**src/hw/rtl/two_line_text_terminal_scroller_unit_assert.svh**
```systemverilog
// Assertion macros used by the terminal scroller sequencer.
`ifndef TWO_LINE_TEXT_TERMINAL_SCROLLER_UNIT_ASSERT_SVH
`define TWO_LINE_TEXT_TERMINAL_SCROLLER_UNIT_ASSERT_SVH

// Same-cycle implication, checked outside reset.
`define TLTS_ASSERT_NOW(label, ante, cons, msg) \
  label: assert property (@(posedge clk) disable iff (!rst_n) (ante) |-> (cons)) \
    else $error(msg);

// Next-cycle implication, checked outside reset.
`define TLTS_ASSERT_NEXT(label, ante, cons, msg) \
  label: assert property (@(posedge clk) disable iff (!rst_n) (ante) |=> (cons)) \
    else $error(msg);

`endif

```
**src/hw/rtl/tlts_pkg.sv**
```systemverilog
// Shared constants, types and helpers of the two-row terminal scroller.
package tlts_pkg;

  localparam int COLUMNS     = 16;
  localparam int DEPTH       = 2 * COLUMNS;
  localparam int ADDR_W      = $clog2(DEPTH);
  localparam int CUR_W       = $clog2(COLUMNS);
  localparam int CHAR_W      = 8;
  localparam int COL_FIELD_W = 4;

  localparam logic [CHAR_W-1:0] CR_CHAR    = 8'h0D;
  localparam logic [CHAR_W-1:0] LF_CHAR    = 8'h0A;
  localparam logic [CHAR_W-1:0] SPACE_CHAR = 8'h20;

  localparam logic CMD_SET_POS = 1'b0;
  localparam logic CMD_WRITE   = 1'b1;

  localparam logic [CUR_W-1:0] LAST_COL = CUR_W'(COLUMNS - 1);

  typedef enum logic [2:0] {
    S_IDLE,
    S_CUR_POS,
    S_CUR_CHAR,
    S_R0_POS,
    S_R0_CHAR,
    S_R1_POS,
    S_R1_CHAR,
    S_END_POS
  } seq_state_t;

  // Control from the sequencer to the text store.
  typedef struct packed {
    logic              we;
    logic [ADDR_W-1:0] waddr;
    logic [CHAR_W-1:0] wdata;
    logic              clr;
    logic              clr_row;
    logic [ADDR_W-1:0] raddr;
  } st_ctl_t;

  // One display command word.
  typedef struct packed {
    logic                   command;
    logic [COL_FIELD_W-1:0] column;
    logic                   row;
    logic [CHAR_W-1:0]      char_out;
    logic                   last;
  } cmd_t;

  // Physical store address of a column in a physical row.
  function automatic logic [ADDR_W-1:0] entry_addr(input logic prow,
                                                   input logic [CUR_W-1:0] col);
    logic [ADDR_W-1:0] base;
    base = prow ? ADDR_W'(COLUMNS) : '0;
    return base + ADDR_W'(col);
  endfunction

  // Column as reported in the 4-bit command field.
  function automatic logic [COL_FIELD_W-1:0] col_field(input logic [CUR_W-1:0] col);
    logic [CUR_W+COL_FIELD_W-1:0] wide;
    wide = {{COL_FIELD_W{1'b0}}, col};
    return wide[COL_FIELD_W-1:0];
  endfunction

endpackage

```
**src/hw/rtl/tlts_store.sv**
```systemverilog
// Text store: character memory with per-entry valid bits and a registered read.
module tlts_store (
  input  logic                         clk,
  input  logic                         rst_n,
  input  tlts_pkg::st_ctl_t            ctl,
  output logic [tlts_pkg::CHAR_W-1:0]  rd_char
);

  logic [tlts_pkg::CHAR_W-1:0] mem [tlts_pkg::DEPTH];
  logic [tlts_pkg::DEPTH-1:0]  vld_r;
  logic [tlts_pkg::CHAR_W-1:0] rd_data_r;
  logic                        rd_vld_r;

  // Write the typed character, read the next entry the sequencer needs
  always_ff @(posedge clk) begin
    if (ctl.we) begin
      mem[ctl.waddr] <= ctl.wdata;
    end
    rd_data_r <= mem[ctl.raddr];
  end

  // Track written entries; a cleared row reads back as spaces
  always_ff @(posedge clk) begin
    if (!rst_n) begin
      vld_r    <= '0;
      rd_vld_r <= 1'b0;
    end else begin
      for (int i = 0; i < tlts_pkg::DEPTH; i++) begin
        if (ctl.clr && ((i >= tlts_pkg::COLUMNS) == ctl.clr_row)) begin
          vld_r[i] <= 1'b0;
        end
      end
      if (ctl.we) begin
        vld_r[ctl.waddr] <= 1'b1;
      end
      rd_vld_r <= vld_r[ctl.raddr];
    end
  end

  assign rd_char = rd_vld_r ? rd_data_r : tlts_pkg::SPACE_CHAR;

endmodule

```
**src/hw/rtl/tlts_seq.sv**
```systemverilog
// Command sequencer: cursor, row mapping and the display command walk.
`include "two_line_text_terminal_scroller_unit_assert.svh"

module tlts_seq (
  input  logic                         clk,
  input  logic                         rst_n,
  input  logic                         in_valid,
  input  logic [tlts_pkg::CHAR_W-1:0]  in_char_in,
  output logic                         in_stall,
  input  logic                         take,
  input  logic [tlts_pkg::CHAR_W-1:0]  rd_char,
  output tlts_pkg::cmd_t               cmd,
  output logic                         cmd_valid,
  output tlts_pkg::st_ctl_t            st_ctl
);

  tlts_pkg::seq_state_t         state_r, state_nxt;
  logic [tlts_pkg::CUR_W-1:0]   col_r, col_nxt;
  logic [tlts_pkg::CUR_W-1:0]   cursor_r, cursor_nxt;
  logic                         base_r, base_nxt;
  logic [tlts_pkg::CHAR_W-1:0]  ch_r, ch_nxt;
  logic                         clr;
  logic                         acc;
  logic                         is_cr;
  logic                         is_lf;

  assign acc   = in_valid && (state_r == tlts_pkg::S_IDLE);
  assign is_cr = (in_char_in == tlts_pkg::CR_CHAR);
  assign is_lf = (in_char_in == tlts_pkg::LF_CHAR);

  // Next state: walk the command sequence one word per taken slot
  always_comb begin
    state_nxt  = state_r;
    col_nxt    = col_r;
    cursor_nxt = cursor_r;
    base_nxt   = base_r;
    ch_nxt     = ch_r;
    clr        = 1'b0;
    unique case (state_r)
      tlts_pkg::S_IDLE: begin
        if (acc) begin
          priority if (is_cr) begin
            state_nxt = tlts_pkg::S_IDLE;
          end else if (is_lf) begin
            base_nxt   = ~base_r;
            clr        = 1'b1;
            cursor_nxt = '0;
            state_nxt  = tlts_pkg::S_R0_POS;
          end else begin
            ch_nxt    = in_char_in;
            state_nxt = tlts_pkg::S_CUR_POS;
          end
        end
      end
      tlts_pkg::S_CUR_POS: begin
        if (take) begin
          state_nxt = tlts_pkg::S_CUR_CHAR;
        end
      end
      tlts_pkg::S_CUR_CHAR: begin
        if (take) begin
          if (cursor_r == tlts_pkg::LAST_COL) begin
            base_nxt   = ~base_r;
            clr        = 1'b1;
            cursor_nxt = '0;
            state_nxt  = tlts_pkg::S_R0_POS;
          end else begin
            cursor_nxt = cursor_r + 1'b1;
            state_nxt  = tlts_pkg::S_END_POS;
          end
        end
      end
      tlts_pkg::S_R0_POS: begin
        if (take) begin
          col_nxt   = '0;
          state_nxt = tlts_pkg::S_R0_CHAR;
        end
      end
      tlts_pkg::S_R0_CHAR: begin
        if (take) begin
          if (col_r == tlts_pkg::LAST_COL) begin
            state_nxt = tlts_pkg::S_R1_POS;
          end else begin
            col_nxt = col_r + 1'b1;
          end
        end
      end
      tlts_pkg::S_R1_POS: begin
        if (take) begin
          col_nxt   = '0;
          state_nxt = tlts_pkg::S_R1_CHAR;
        end
      end
      tlts_pkg::S_R1_CHAR: begin
        if (take) begin
          if (col_r == tlts_pkg::LAST_COL) begin
            state_nxt = tlts_pkg::S_END_POS;
          end else begin
            col_nxt = col_r + 1'b1;
          end
        end
      end
      tlts_pkg::S_END_POS: begin
        if (take) begin
          state_nxt = tlts_pkg::S_IDLE;
        end
      end
      default: begin
        state_nxt = tlts_pkg::S_IDLE;
      end
    endcase
  end

  // Outputs: command word of the current state, store control
  always_comb begin
    cmd          = '0;
    cmd_valid    = (state_r != tlts_pkg::S_IDLE);
    in_stall     = (state_r != tlts_pkg::S_IDLE);
    unique case (state_r)
      tlts_pkg::S_CUR_POS: begin
        cmd.command = tlts_pkg::CMD_SET_POS;
        cmd.column  = tlts_pkg::col_field(cursor_r);
        cmd.row     = 1'b1;
      end
      tlts_pkg::S_CUR_CHAR: begin
        cmd.command  = tlts_pkg::CMD_WRITE;
        cmd.char_out = ch_r;
      end
      tlts_pkg::S_R0_POS: begin
        cmd.command = tlts_pkg::CMD_SET_POS;
      end
      tlts_pkg::S_R1_POS: begin
        cmd.command = tlts_pkg::CMD_SET_POS;
        cmd.row     = 1'b1;
      end
      tlts_pkg::S_R0_CHAR, tlts_pkg::S_R1_CHAR: begin
        cmd.command  = tlts_pkg::CMD_WRITE;
        cmd.char_out = rd_char;
      end
      tlts_pkg::S_END_POS: begin
        cmd.command = tlts_pkg::CMD_SET_POS;
        cmd.column  = tlts_pkg::col_field(cursor_r);
        cmd.row     = 1'b1;
        cmd.last    = 1'b1;
      end
      default: begin
        cmd = '0;
      end
    endcase

    // Bottom row is the physical row opposite base; scroll clears the old top
    st_ctl.we      = acc && !is_cr && !is_lf;
    st_ctl.waddr   = tlts_pkg::entry_addr(~base_r, cursor_r);
    st_ctl.wdata   = in_char_in;
    st_ctl.clr     = clr;
    st_ctl.clr_row = base_r;
    st_ctl.raddr   = tlts_pkg::entry_addr(
                       (state_nxt == tlts_pkg::S_R0_CHAR) ? base_nxt : ~base_nxt, col_nxt);
  end

  // Advance control state
  always_ff @(posedge clk) begin
    if (!rst_n) begin
      state_r  <= tlts_pkg::S_IDLE;
      col_r    <= '0;
      cursor_r <= '0;
      base_r   <= 1'b0;
    end else begin
      state_r  <= state_nxt;
      col_r    <= col_nxt;
      cursor_r <= cursor_nxt;
      base_r   <= base_nxt;
    end
  end

  // Hold the typed character for its write command
  always_ff @(posedge clk) begin
    ch_r <= ch_nxt;
  end

  `TLTS_ASSERT_NEXT(a_print_starts, acc && !is_cr && !is_lf, state_r == tlts_pkg::S_CUR_POS, "printable word did not start its command walk")
  `TLTS_ASSERT_NEXT(a_cr_silent, acc && is_cr, state_r == tlts_pkg::S_IDLE && $stable(cursor_r), "carriage return changed state")
  `TLTS_ASSERT_NEXT(a_scroll_flips, clr, base_r != $past(base_r) && cursor_r == '0, "scroll did not swap rows and home the cursor")
  `TLTS_ASSERT_NOW(a_last_on_end, cmd_valid && cmd.last, state_r == tlts_pkg::S_END_POS, "last flag outside final command")

endmodule

```
**src/hw/rtl/two_line_text_terminal_scroller_unit.sv**
```systemverilog
// Top level of the two-row text terminal scroller with output register.
// Takes one character word at a time and emits display command words: a
// carriage return gives none, a printable character gives 3 (set position,
// write, set position) and 37 when it fills the bottom row, a newline gives
// 35. Commands leave at one per cycle while out_stall is low; in_stall stays
// high until the final command (out_last) has been loaded into the output
// register. Rendered characters come from a 32-entry text memory with a
// registered read; scrolling swaps the physical rows and clears the new
// bottom row in the same cycle.
module two_line_text_terminal_scroller_unit (
  input  logic                                clk,
  input  logic                                rst_n,
  input  logic                                in_valid,
  input  logic [tlts_pkg::CHAR_W-1:0]         in_char_in,
  output logic                                in_stall,
  output logic                                out_valid,
  input  logic                                out_stall,
  output logic                                out_command,
  output logic [tlts_pkg::COL_FIELD_W-1:0]    out_column,
  output logic                                out_row,
  output logic [tlts_pkg::CHAR_W-1:0]         out_char_out,
  output logic                                out_last
);

  tlts_pkg::st_ctl_t           st_ctl;
  tlts_pkg::cmd_t              cmd;
  tlts_pkg::cmd_t              out_cmd_r;
  logic                        cmd_valid;
  logic                        take;
  logic [tlts_pkg::CHAR_W-1:0] rd_char;
  logic                        out_valid_r, out_valid_nxt;

  tlts_store u_store (
    .clk     (clk),
    .rst_n   (rst_n),
    .ctl     (st_ctl),
    .rd_char (rd_char)
  );

  tlts_seq u_seq (
    .clk        (clk),
    .rst_n      (rst_n),
    .in_valid   (in_valid),
    .in_char_in (in_char_in),
    .in_stall   (in_stall),
    .take       (take),
    .rd_char    (rd_char),
    .cmd        (cmd),
    .cmd_valid  (cmd_valid),
    .st_ctl     (st_ctl)
  );

  // Load a new word when the output register is empty or being drained
  assign take          = !out_valid_r || !out_stall;
  assign out_valid_nxt = take ? cmd_valid : out_valid_r;

  always_ff @(posedge clk) begin
    if (!rst_n) begin
      out_valid_r <= 1'b0;
    end else begin
      out_valid_r <= out_valid_nxt;
    end
  end

  // Hold the payload while stalled
  always_ff @(posedge clk) begin
    if (take && cmd_valid) begin
      out_cmd_r <= cmd;
    end
  end

  assign out_valid    = out_valid_r;
  assign out_command  = out_cmd_r.command;
  assign out_column   = out_cmd_r.column;
  assign out_row      = out_cmd_r.row;
  assign out_char_out = out_cmd_r.char_out;
  assign out_last     = out_cmd_r.last;

endmodule

```
**config.mk**
```make
export PLATFORM = sky130hd
export DESIGN_NAME = two_line_text_terminal_scroller_unit
export DESIGN_NICKNAME = d
export VERILOG_FILES = /design/src/hw/rtl/tlts_pkg.sv /design/src/hw/rtl/tlts_store.sv /design/src/hw/rtl/tlts_seq.sv /design/src/hw/rtl/two_line_text_terminal_scroller_unit.sv
export VERILOG_INCLUDE_DIRS = /design/src /design/src/hw/rtl
export SDC_FILE = /design/constraint.sdc
export NUM_CORES = 1
export LEC_CHECK = 0
export ABC_AREA = 1
export BUFFER_PORTS_ARGS = -buffer_cell sky130_fd_sc_hd__buf_2
export CAP_MARGIN = 20
export CORE_AREA = 2 2 241 243
export CTS_BUF_LIST = sky130_fd_sc_hd__clkbuf_4
export DETAILED_ROUTE_END_ITERATION = 10
export DIE_AREA = 0 0 243 245
export PLACE_DENSITY = 0.4
export SETUP_SLACK_MARGIN = 0.15
export SLEW_MARGIN = 25
export SYNTH_ARGS = -nofsm -noshare
export SYNTH_HDL_FRONTEND = slang
export SYNTH_SLANG_ARGS = --single-unit
export TNS_END_PERCENT = 10
```
**constraint.sdc**
```tcl
create_clock -name clk -period 2.92 [get_ports clk]
set_input_delay 0.584 -clock clk [delete_from_list [all_inputs] [get_ports clk]]
set_output_delay 0.584 -clock clk [all_outputs]
set_load 0.02 [all_outputs]
```
==> flow_metrics.env, run 1 <==
export IMPL_use_met1_pct=18.38
export IMPL_whs_ns=0.1839
export IMPL_grt_max_degree=70
export IMPL_arrival_ns=3.30
export IMPL_dp_slack_ns=-0.09801
export IMPL_cap_violations=0
export IMPL_final_setup_skew_ns=0.03321
export IMPL_path_max_fanout=50
export IMPL_use_met3_pct=3.827
export IMPL_synth_edf_count=279
export IMPL_routabilityCongestion=0.7716
export IMPL_die_h_um=245
export IMPL_grt_first_pass_wirelength_um=61790
export IMPL_final_cells=2276
export IMPL_leakagePower_nw=6.573
export IMPL_clk_pin_slew_ns=0.07
export IMPL_cp_required_ns=3.61
export IMPL_place_area_sq_mm=0.01556
export IMPL_die_area_sq_mm=0.05954
export IMPL_syn2layout_area_growth_pct=19.05
export IMPL_hold_viol_final=0
export IMPL_grt_overflow=0
export IMPL_io_pins=29
export IMPL_drv_slew=0
export IMPL_max_slew_margin_pct=54.65
export IMPL_design_area_sq_mm=0.01681
export IMPL_post_route_util_pct=29.48
export IMPL_endpoint_kind="register"
export IMPL_postSynth_asyncResetShare_pct=0
export IMPL_cts_buffers=91
export IMPL_cts_tree="done"
export IMPL_port_buffers=28
export IMPL_met2_usage_pct=21.59
export IMPL_synth_cell_types=33
export IMPL_synth_xor_area_share_pct=0.06202
export IMPL_synth_fp_nets=1336
export IMPL_synth_top_family_by_area="simple AND/OR/NAND/NOR gates"
export IMPL_clock_fmax_mhz=382.3
export IMPL_ir_drop_v=0.0002201
export IMPL_layout_min_cycle_time_ns=2.616
export IMPL_reg2reg_slack_ns=0.30
export IMPL_cts_buffer_depth=3
export IMPL_synth_seq_area_share_pct=66.99
export IMPL_drt_vias_per_instance=4.268
export IMPL_antenna_found_initial=4
export IMPL_totalWireLength_um=40240
export IMPL_rows=88
export IMPL_power_mw=10.86
export IMPL_synth_compound_area_share_pct=8.799
export IMPL_grt_busiest_layer="met2"
export IMPL_layout_drive_gt1_share_pct=19.21
export IMPL_grt_usage_pct=13.87
export IMPL_clock_latency_ns=0.75
export IMPL_drt_first_pass_iters=4
export IMPL_die_x_um=243
export IMPL_drt_iter0_drc=582
export IMPL_num_vias=9715
export IMPL_dp_cells=2111
export IMPL_status="complete, no violations"
export IMPL_postCtsSetupBuffers=0
export IMPL_syn_area_per_cell_sq_um=10.71
export IMPL_drcViolationCount=0
export IMPL_powerDensity_mw_per_mm2=645.9
export IMPL_core_area_sq_mm=0.05703
export IMPL_tightestPinTransition_ns=0.6796
export IMPL_synth_warnings=0
export IMPL_synth_seq_cells=333
export IMPL_start_util_pct=24.76
export IMPL_grt_pass1_vias=10070
export IMPL_hold_path_class="input port to register"
export IMPL_synth_flop_cell="edfxtp_1"
export IMPL_synth_simple_area_share_pct=16.32
export IMPL_cts_sinks=333
export IMPL_synthesis_area_sq_mm=0.01412
export IMPL_wl_per_cell_um=17.68
export IMPL_htreeDepth=3
export IMPL_syn_inst=1319
export IMPL_clock_root_buffer="clkbuf_4"
export IMPL_finalCritPeriodShare_pct=89.58
export IMPL_path_class="register to register"
export IMPL_worst_setup_path_start_kind="register"
export IMPL_yosys_area_share_adder_pct=0.4430
export IMPL_holdBufCountCts=0
export IMPL_ant_nets=0
export IMPL_setup_ws_ns=0.3044
export IMPL_rsz0062_at_grt="true"
export IMPL_synth_mux_area_share_pct=0
export IMPL_nets=1456
export IMPL_dp_final_hpwl_um=26370
export IMPL_setup_tns_final_ns=0
export IMPL_setup_viol=0
[timing repair]
action | 4_1_cts | 5_1_grt
endpoints found under the setup margin | 160 | 241
pin swaps | 0 | 0
gates resized for setup | 2 | 22
[report_power, final]
part | total [mW] | switching [mW] | internal, mW
clock | 4.24 | 1.94 | 2.30
sequential | 5.37 | 0.0569 | 5.31
combinational | 1.24 | 0.880 | 0.364
total | 10.9 | 2.88 | 7.98
[routing by layer]
layer / vias up / wire length, um / part of all wire, %
li1: 4827 / - / -
met1: 4613 / 18870 / 47
met2: 214 / 18140 / 45
met3: 59 / 2324 / 5.8
met4: 2 / 893 / 2.2
met5: - / 8 / 0.020
[state kept, by name, indices dropped and copies added (netlist names)]
name and flops:
u_store.mem 256, u_store.vld_r 32, out_char_out 8, u_seq.ch_r 8
u_store.rd_data_r 8, out_column 4, u_seq.col_r 4, u_seq.cursor_r 4
u_seq.state_r 3, out_command 1, out_last 1, out_row 1
out_valid 1, u_seq.base_r 1, u_store.rd_vld_r 1
[cell usage after synthesis (2+ instances only)]
cell type,number,share of area [%]
nor2_1,82,2.2
dfxtp_1,54,7.7
o211ai_1,66,3.5
o21ai_0,23,0.82
nand2_1,293,7.8
buf_2,33,1.2
a31oi_1,2,0.089
a211oi_1,2,0.11
a32o_1,7,0.50
nand3_1,134,4.7
a21oi_1,73,2.6
inv_1,160,4.3
nand3b_1,10,0.53
buf_6,11,0.88
nand2_2,5,0.22
o21ai_1,25,0.89
edfxtp_1,279,59
ha_1,5,0.44
nor3_1,10,0.35
buf_4,9,0.48
nand3_2,4,0.28
clkbuf_1,12,0.32
inv_2,10,0.27
[kinds of logic after synthesis]
logic type	count (synthesis)
AOI/OAI and AO/OA	202
xor gates and xnor gates	1
adders and majority gates	5
buffers and inverters	236
DFF	333
and+or+nand+nor	542
[worst paths after layout]
| kind | start | end | cells past startpoint |
|---|---|---|---|
| worst max-delay path | u_seq.col_r[1]$_SDFF_PN0_ | u_store.rd_data_r[2]$_DFF_P_ | 13 |
| worst min-delay path | rst_n | u_seq.cursor_r[2]$_SDFFE_PN0P_ | 3 |
| worst max register to register | u_seq.col_r[1]$_SDFF_PN0_ | u_store.rd_data_r[2]$_DFF_P_ | 13 |
| worst min register to register | u_store.vld_r[9]$_SDFF_PN0_ | u_store.vld_r[9]$_SDFF_PN0_ | 2 |
[placed cells by master (no fill, tap or decap), types with 2 or more instances in the layout]
| cell | netlist | final |
|---|---|---|
| a211oi_1 | 2 | 2 |
| a21oi_1 | 73 | 73 |
| a31oi_1 | 2 | 2 |
| a32o_1 | 7 | 7 |
| buf_12 | 0 | 20 |
| buf_2 | 33 | 28 |
| buf_4 | 9 | 45 |
| clkbuf_4 | 0 | 143 |
| clkinv_1 | 0 | 12 |
| clkinv_2 | 0 | 4 |
| dfxtp_1 | 54 | 54 |
| edfxtp_1 | 279 | 279 |
| ha_1 | 5 | 5 |
| inv_1 | 160 | 160 |
| inv_2 | 10 | 14 |
| nand2_1 | 293 | 293 |
| nand2_2 | 5 | 4 |
| nand3_1 | 134 | 133 |
| nand3_2 | 4 | 5 |
| nand3b_1 | 10 | 10 |
| nor2_1 | 82 | 62 |
| nor2_2 | 0 | 19 |
| nor3_1 | 10 | 10 |
| o211ai_1 | 66 | 66 |
| o21ai_0 | 23 | 22 |
| o21ai_1 | 25 | 26 |
[critical path, stage by stage (launching register included)]
cell and delay, ns:
dfxtp_1 0.34, ha_1 0.22, nand3_1 0.17, nand3_1 0.13, o21bai_2 0.26, nand2_8 0.19
buf_12 0.23, o21ai_0 0.30, nand2_1 0.10, nand3_1 0.12, nand3_1 0.17, nand2_1 0.15
nand2_1 0.06, nand2_1 0.06
[layout make-up]
type,count,area (sq um)
fill,6048,40220
sequential,333,9459
multi-input combinational,750,3692
clock buffer,143,1074
tap,765,957.2
timing repair buffer,93,878.3
inverter,170,639.4
clock inverter,21,108.9
antenna,1,2.502
(Power assumes the default switching activity.)
==> inputs of run 2 (changes only) <==
Settings changed: CORE_AREA 2 2 241 243 to 2 2 240 242, DIE_AREA 0 0 243 245 to 0 0 242 244, SYNTH_HIERARCHICAL set to 1.
==> run 2 against run 1 <==
Effect of this change: count of clock-buffer cells in the layout fell by 2; cell count rose by 0.83%; fmax about the same; register-to-register slack hardly changed; critical path type unchanged.
==> flow_metrics.env, run 2 <==
export IMPL_status="complete, no violations"
export IMPL_totalWireLength_um=41550
export IMPL_crit_path_frequent_cell="nand2_1"
export IMPL_leakagePower_nw=6.280
export IMPL_die_area_sq_mm=0.05905
export IMPL_postSynth_asyncResetShare_pct=0
export IMPL_max_stage_delay_ns=0.37
export IMPL_synth_top_cells_by_count="nand2_1 (413), edfxtp_1 (279), nand3_1 (246), nor2_1 (98), dfxtp_1 (54)"
export IMPL_setup_ws_ns=0.3044
export IMPL_grt_first_pass_wirelength_um=61280
export IMPL_finalCritPeriodShare_pct=89.57
export IMPL_hold_viol_final=0
export IMPL_clkPwrFrac_pct=30.2
export IMPL_crit_slowest_cell="dfxtp_1"
export IMPL_final_common_cell="nand2_1"
export IMPL_nets=1473
export IMPL_cap_violations=0
export IMPL_path_max_fanout=31
export IMPL_powerDensity_mw_per_mm2=864.8
export IMPL_hold_path_class="input port to register"
export IMPL_grt_usage_pct=13.85
export IMPL_clock_fmax_mhz=382.3
export IMPL_reg_top3="u_store/mem (256), u_store/vld_r (32)"
export IMPL_synth_seq_cells=333
export IMPL_io_pins=29
export IMPL_wl_per_cell_um=18.11
export IMPL_synth_flop_cell="edfxtp_1"
export IMPL_synth_cell_types=31
export IMPL_layout_drive_gt1_share_pct=18.90
export IMPL_clock_root_buffer="clkbuf_4"
export IMPL_cts_sinks=333
export IMPL_grt_busiest_layer="met2"
export IMPL_cp_required_ns=3.61
export IMPL_die_x_um=242
export IMPL_met2_usage_pct=22.01
export IMPL_synthesis_area_sq_mm=0.01395
export IMPL_cts_tree="done"
export IMPL_drt_iter0_drc=672
export IMPL_dp_slack_ns=0.2283
export IMPL_use_met1_pct=18.62
export IMPL_grt_max_degree=61
export IMPL_worst_setup_path_start_kind="register"
export IMPL_layout_common_cells="nand2_1 (411), edfxtp_1 (279), nand3_1 (246)"
export IMPL_endpoint_kind="register"
export IMPL_drcViolationCount=0
export IMPL_ant_nets=0
export IMPL_synth_warnings=6
export IMPL_grt_pass1_vias=9639
export IMPL_use_met3_pct=3.270
export IMPL_switching_share_pct=35.46
export IMPL_p_int_mw=9.282
export IMPL_clk_pin_slew_ns=0.07
export IMPL_setup_tns_final_ns=0
export IMPL_drt_vias_per_instance=4.350
export IMPL_max_slew_margin_pct=45.32
export IMPL_die_h_um=244
export IMPL_syn2layout_area_growth_pct=19.17
export IMPL_post_synth_top_count_cell="nand2_1"
export IMPL_htreeDepth=3
export IMPL_syn_inst=1335
export IMPL_start_util_pct=24.84
export IMPL_rsz0062_at_grt="false"
export IMPL_synth_edf_count=279
export IMPL_drv_slew=0
export IMPL_yosysTopAreaCell="edfxtp_1"
export IMPL_synth_seq_area_share_pct=67.78
export IMPL_drt_first_pass_iters=5
export IMPL_setup_viol=0
export IMPL_cts_buffers=91
export IMPL_final_cells=2295
export IMPL_yosys_area_top_type_share_pct=60.04
export IMPL_grt_overflow=0
export IMPL_pwr_share_comb_pct=30.2
export IMPL_largest_register_ffs=256
export IMPL_synth_fp_nets=1349
export IMPL_clock_latency_ns=0.80
export IMPL_dp_final_hpwl_um=24750
export IMPL_p_switching_mw=5.100
export IMPL_largest_register="u_store/mem"
export IMPL_antenna_found_initial=3
export IMPL_tightestPinTransition_ns=0.8172
export IMPL_dp_cells=2117
export IMPL_crit_chain="buf_4, nor2_4, inv_2, nand2_1, o21ai_2, nand2_1, nand2_4, buf_16, buf_16, nand2_1, nand3_1, nand3_1, nand2_1, nand2_1, nand3_1, and2_1"
export IMPL_rows=87
export IMPL_arrival_ns=3.30
export IMPL_final_setup_skew_ns=0.04925
export IMPL_seqPwrFrac_pct=39.6
export IMPL_path_class="register to register"
export IMPL_cts_buffer_depth=3
export IMPL_layout_min_cycle_time_ns=2.616
export IMPL_core_area_sq_mm=0.05617
export IMPL_syn_area_per_cell_sq_um=10.45
export IMPL_routabilityCongestion=0.7583
export IMPL_port_buffers=28
export IMPL_synth_area_leaders="edfxtp_1 (60%), nand2_1 (11%), nand3_1 (8.8%)"
export IMPL_num_vias=9984
export IMPL_ir_drop_v=0.0003298
[run 2: final cells by class]
cell class              instances  area [sq um]
fillers                      5924         39540
flip-flops and latches        333          9462
multi-input cells             860          3796
clock buffers                 141          1059
well taps                     756         945.9
repair buffers                108         937.1
inverters                      64         252.7
clock inverters                27         156.4
diodes                          5         12.51
repair inverters                1         8.758
[run 2: what timing repair did]
item / CTS / global route
hold endpoints to repair: 2 / 0
setup endpoints to repair: 0 / 9
hold buffers: 1 / 0
resized for setup: 0 / 10
buffers inserted: 0 / 1
[run 2: critical path: cells and delay by family (launching register included)]
| kind | cells | cell delay [ns] |
|---|---|---|
| AOI/OAI and AO/OA | 1 | 0.07 |
| buffers and inverters | 4 | 0.63 |
| DFF | 1 | 0.37 |
| and+or+nand+nor | 11 | 1.40 |
[run 2: final timing paths]
kind	start	endpoint	slack (ns)	depth (start not counted)
setup / recovery	u_seq/state_r[0]$_SDFF_PN0_	u_store/rd_data_r[5]$_DFF_P_	0.30	16
hold / removal	out_stall	out_valid$_SDFFE_PN0P_	0.27	4
setup reg to reg	u_seq/state_r[0]$_SDFF_PN0_	u_store/rd_data_r[5]$_DFF_P_	0.30	16
hold reg to reg	u_store/vld_r[11]$_SDFF_PN0_	u_store/vld_r[11]$_SDFF_PN0_	0.49	2
[run 2: logic make-up (layout without fill, tap and decap cells)]
logic type,count (synthesis),in the layout,share of synthesized area (%)
other,0,5,0
flip-flops,333,333,67.78
adder cells (fa/ha/maj),2,2,0.1793
buffers and inverters,142,341,5.111
AND/OR/NAND/NOR,797,797,24.41
AO/OA/AOI/OAI,59,59,2.394
XOR/XNOR,2,2,0.1255
[run 2: routing by layer]
| metal | vias to the layer above | part of all wire [%] |
|---|---|---|
| met3 | 69 | 4.6 |
| met1 | 4840 | 47 |
| met4 | 0 | 2.1 |
| met2 | 222 | 47 |
| met5 | - | 0 |
| li1 | 4853 | - |
[run 2: through the flow]
step	hold slack, ns	power, mW	instance area, sq um	util, %
finish	0.2725	14.38	16630	29.61
global route	0.1750	15.29	16630	29.60
CTS	0.1554	14.33	16500	29.38
detailed placement	0.4714	9.903	15280	27.20
global placement	0.4665	9.916	15280	27.20
floorplan	0.4513	8.523	13950	-
[run 2: power by group through the flow]
stage / clock [mW] / combinational, mW / sequential (mW)
detailed placement: 0 / 4.10 / 5.80
CTS: 4.52 / 4.12 / 5.70
finish: 4.35 / 4.34 / 5.70
floorplan: 0 / 2.63 / 5.89
global placement: 0 / 4.12 / 5.79
global route: 4.77 / 4.79 / 5.72
==> inputs of run 3 (changes only) <==
Settings changed: ABC_AREA 1 to not set, CORE_AREA 2 2 240 242 to 2 2 234 236, DIE_AREA 0 0 242 244 to 0 0 236 238.
==> run 3 against run 2 <==
Effect of this change: synthesized cell count is 46% lower; critical path depth is 7 lower; global-route usage is 0.47 points lower; worst hold slack worse by 0.10 ns; count of clock-buffer cells in the layout is 10 lower; clock power is 4.8% lower; first-iteration DRC count is 13% lower.
==> flow_metrics.env, run 3 <==
export IMPL_power_mw=12.05
export IMPL_routabilityCongestion=0.7290
export IMPL_synth_edf_count=279
export IMPL_crit_chain="and2b_2, nand3_4, mux2i_4, buf_12, buf_12, buf_12, mux4_2, mux4_2, mux2_4"
export IMPL_synth_flop_cell="edfxtp_1"
export IMPL_p_switching_mw=3.261
export IMPL_cp_required_ns=3.55
export IMPL_layout_drive_gt1_share_pct=44.47
export IMPL_core_area_sq_mm=0.05350
export IMPL_crit_path_frequent_cell="buf_12"
export IMPL_fillers=5292
export IMPL_dp_cells=1518
export IMPL_reg2regPathDepth=9
export IMPL_grt_pass1_vias=7882
export IMPL_synth_area_leaders="edfxtp_1 (63%), mux4_2 (15%), dfxtp_1 (8.1%)"
export IMPL_path_class="register to register"
export IMPL_drt_iter0_drc=586
export IMPL_rsz0062_at_grt="true"
export IMPL_endpoint_kind="register"
export IMPL_max_stage_delay_ns=0.57
export IMPL_setup_viol=0
export IMPL_wl_per_cell_um=21.67
export IMPL_num_vias=7430
export IMPL_pwr_share_comb_pct=20.0
export IMPL_synth_mux_area_share_pct=16.09
export IMPL_multi_input_area_sq_mm=0.003712
export IMPL_status="complete, no violations"
export IMPL_switching_share_pct=27.05
export IMPL_reg2reg_from="u_seq/state_r[2]$_SDFF_PN0_"
export IMPL_dp_final_hpwl_um=23910
export IMPL_p_int_mw=8.793
export IMPL_rows=85
export IMPL_worst_setup_path_start_kind="register"
export IMPL_drv_slew=0
export IMPL_yosys_area_share_adder_pct=0.1884
export IMPL_dp_slack_ns=-0.2192
export IMPL_synth_seq_area_share_pct=71.21
export IMPL_grt_first_pass_wirelength_um=54040
export IMPL_reg_top3="u_store/mem (256), u_store/vld_r (32)"
export IMPL_design_area_sq_mm=0.01666
export IMPL_synth_fp_nets=731
export IMPL_syn_area_per_cell_sq_um=18.53
export IMPL_powerDensity_mw_per_mm2=723.6
export IMPL_syn_inst=717
export IMPL_largest_register_ffs=256
export IMPL_hold_path_class="input port to register"
export IMPL_clock_latency_ns=0.77
export IMPL_seqPwrFrac_pct=45.7
export IMPL_post_synth_top_count_cell="edfxtp_1"
export IMPL_cts_sinks=333
export IMPL_arrival_ns=3.54
export IMPL_timing_rr_end="u_store/rd_data_r[4]$_DFF_P_"
export IMPL_grt_overflow=0
export IMPL_layout_min_cycle_time_ns=2.911
export IMPL_synth_simple_area_share_pct=6.518
export IMPL_hp_start="out_stall"
export IMPL_cts_buffer_depth=3
export IMPL_ant_nets=0
export IMPL_tightestPinTransition_ns=0.7260
export IMPL_setup_tns_final_ns=0
export IMPL_clk_pin_slew_ns=0.07
export IMPL_syn2layout_area_growth_pct=25.42
export IMPL_final_cells=1700
export IMPL_synth_warnings=6
export IMPL_yosysTopAreaCell="edfxtp_1"
export IMPL_drt_vias_per_instance=4.371
export IMPL_synth_xor_area_share_pct=0.1319
export IMPL_path_max_fanout=7
export IMPL_crit_slowest_cell="mux4_2"
export IMPL_yosys_area_top_type_share_pct=63.07
export IMPL_synth_top_cells_by_count="edfxtp_1 (279), mux4_2 (87), dfxtp_1 (54), nor2_1 (41), a21oi_1 (35)"
export IMPL_ir_drop_v=0.0002194
export IMPL_start_util_pct=24.83
export IMPL_clkPwrFrac_pct=34.3
export IMPL_post_route_util_pct=31.14
export IMPL_setup_ws_ns=0.008842
export IMPL_final_common_cell="edfxtp_1"
export IMPL_drcViolationCount=0
export IMPL_io_pins=29
export IMPL_final_setup_skew_ns=0.05285
export IMPL_postSynth_asyncResetShare_pct=0
export IMPL_grt_usage_pct=13.38
export IMPL_antenna_found_initial=3
export IMPL_clock_fmax_mhz=343.5
export IMPL_holdPathEnd="out_valid$_SDFFE_PN0P_"
export IMPL_finalCritPeriodShare_pct=99.70
export IMPL_synth_cell_types=64
export IMPL_largest_register="u_store/mem"
export IMPL_whs_path_depth=3
export IMPL_cts_tree="done"
export IMPL_clock_root_buffer="clkbuf_4"
export IMPL_totalWireLength_um=36830
export IMPL_max_slew_margin_pct=51.60
export IMPL_holdBufCountCts=0
export IMPL_whs_ns=0.1696
export IMPL_cap_violations=0
export IMPL_port_buffers=28
export IMPL_grt_max_degree=34
export IMPL_cts_buffers=91
export IMPL_die_x_um=236
export IMPL_nets=944
export IMPL_synthesis_area_sq_mm=0.01328
export IMPL_die_h_um=238
export IMPL_regArea_sq_mm=0.009468
export IMPL_hold_viol_final=0
export IMPL_synth_top_family_by_area="multiplexers"
export IMPL_leakagePower_nw=5.567
export IMPL_synth_compound_area_share_pct=3.711
export IMPL_die_area_sq_mm=0.05617
export IMPL_place_area_sq_mm=0.01519
export IMPL_htreeDepth=3
export IMPL_synth_seq_cells=333
export IMPL_reg2reg_slack_ns=0.009
export IMPL_drt_first_pass_iters=4
export IMPL_layout_common_cells="edfxtp_1 (279), clkbuf_4 (131), buf_4 (118)"
-- run 3: changes by cell type after synthesis, sizes merged, moves of 8 or more --
cell,previous run,this run
inv,60,7
nand3,247,10
nor3,14,2
buf,65,32
nor2b,0,29
mux4,0,87
nand2,421,14
mux2,0,11
nor2,104,41
and3,0,8
-- run 3: worst max-delay path by stage --
stage                                      from                      endpoint  slack [ns]  cells past startpoint
floorplan                             out_stall  u_store/rd_data_r[5]$_DFF_P_        0.14                     10
global placement                      out_stall  u_store/rd_data_r[1]$_DFF_P_       -0.18                      9
detailed placement                in_char_in[5]  u_store/rd_data_r[7]$_DFF_P_       -0.22                      9
CTS                 u_seq/state_r[2]$_SDFF_PN0_  u_store/rd_data_r[5]$_DFF_P_       -0.04                      9
global route          u_seq/col_r[0]$_SDFF_PN0_  u_store/rd_data_r[4]$_DFF_P_       -0.09                     10
finish              u_seq/state_r[2]$_SDFF_PN0_  u_store/rd_data_r[4]$_DFF_P_       0.009                      9
-- run 3: logic make-up (layout without fill, tap and decap cells) --
kind of cell | count (synthesis) | in the layout
multiplexers | 103 | 103
flip-flops | 333 | 333
AO/OA/AOI/OAI | 73 | 73
XOR/XNOR | 2 | 2
other | 0 | 1
AND/OR/NAND/NOR | 152 | 152
adder cells (fa/ha/maj) | 2 | 2
buffers and inverters | 52 | 338
-- run 3: power groups by stage --
stage               logic (mW)  registers (mW)  clock network [mW]
floorplan                 1.39            5.66                   0
global placement          2.19            5.61                   0
detailed placement        2.19            5.60                   0
CTS                       2.44            5.50                4.30
global route              2.59            5.52                4.57
finish                    2.41            5.50                4.14
-- run 3: repair_timing --
item	CTS	global route
gates resized for setup	29	8
pin swaps	4	3
cloned	2	0
buffers inserted	13	0
endpoints found under the setup margin	34	24
-- run 3: area by class of cell --
cell class                 instances  share of cell area, %
antenna                            1                0.01502
clock buffer                     131                  5.903
clock inverter                    35                  1.036
inverter                           7                 0.1878
multi-input combinational        332                  22.28
sequential                       333                  56.83
tap                              696                  5.227
timing repair buffer             165                  8.517
-- run 3: worst max-delay path: cells and delay by family, from the launching register on --
family / cells / cell delay [ns]
muxes: 4 / 1.66
and+or+nand+nor: 2 / 0.30
buffers and inverters: 3 / 0.42
DFF: 1 / 0.37
-- run 3: per-layer routing --
layer	GRT usage, %	part of all wire (%)	wire length (um)
met1	17.93	45	16710
met2	21.31	47	17430
met3	3.112	5.6	2069
met4	4.632	1.7	631
met5	0	0	0
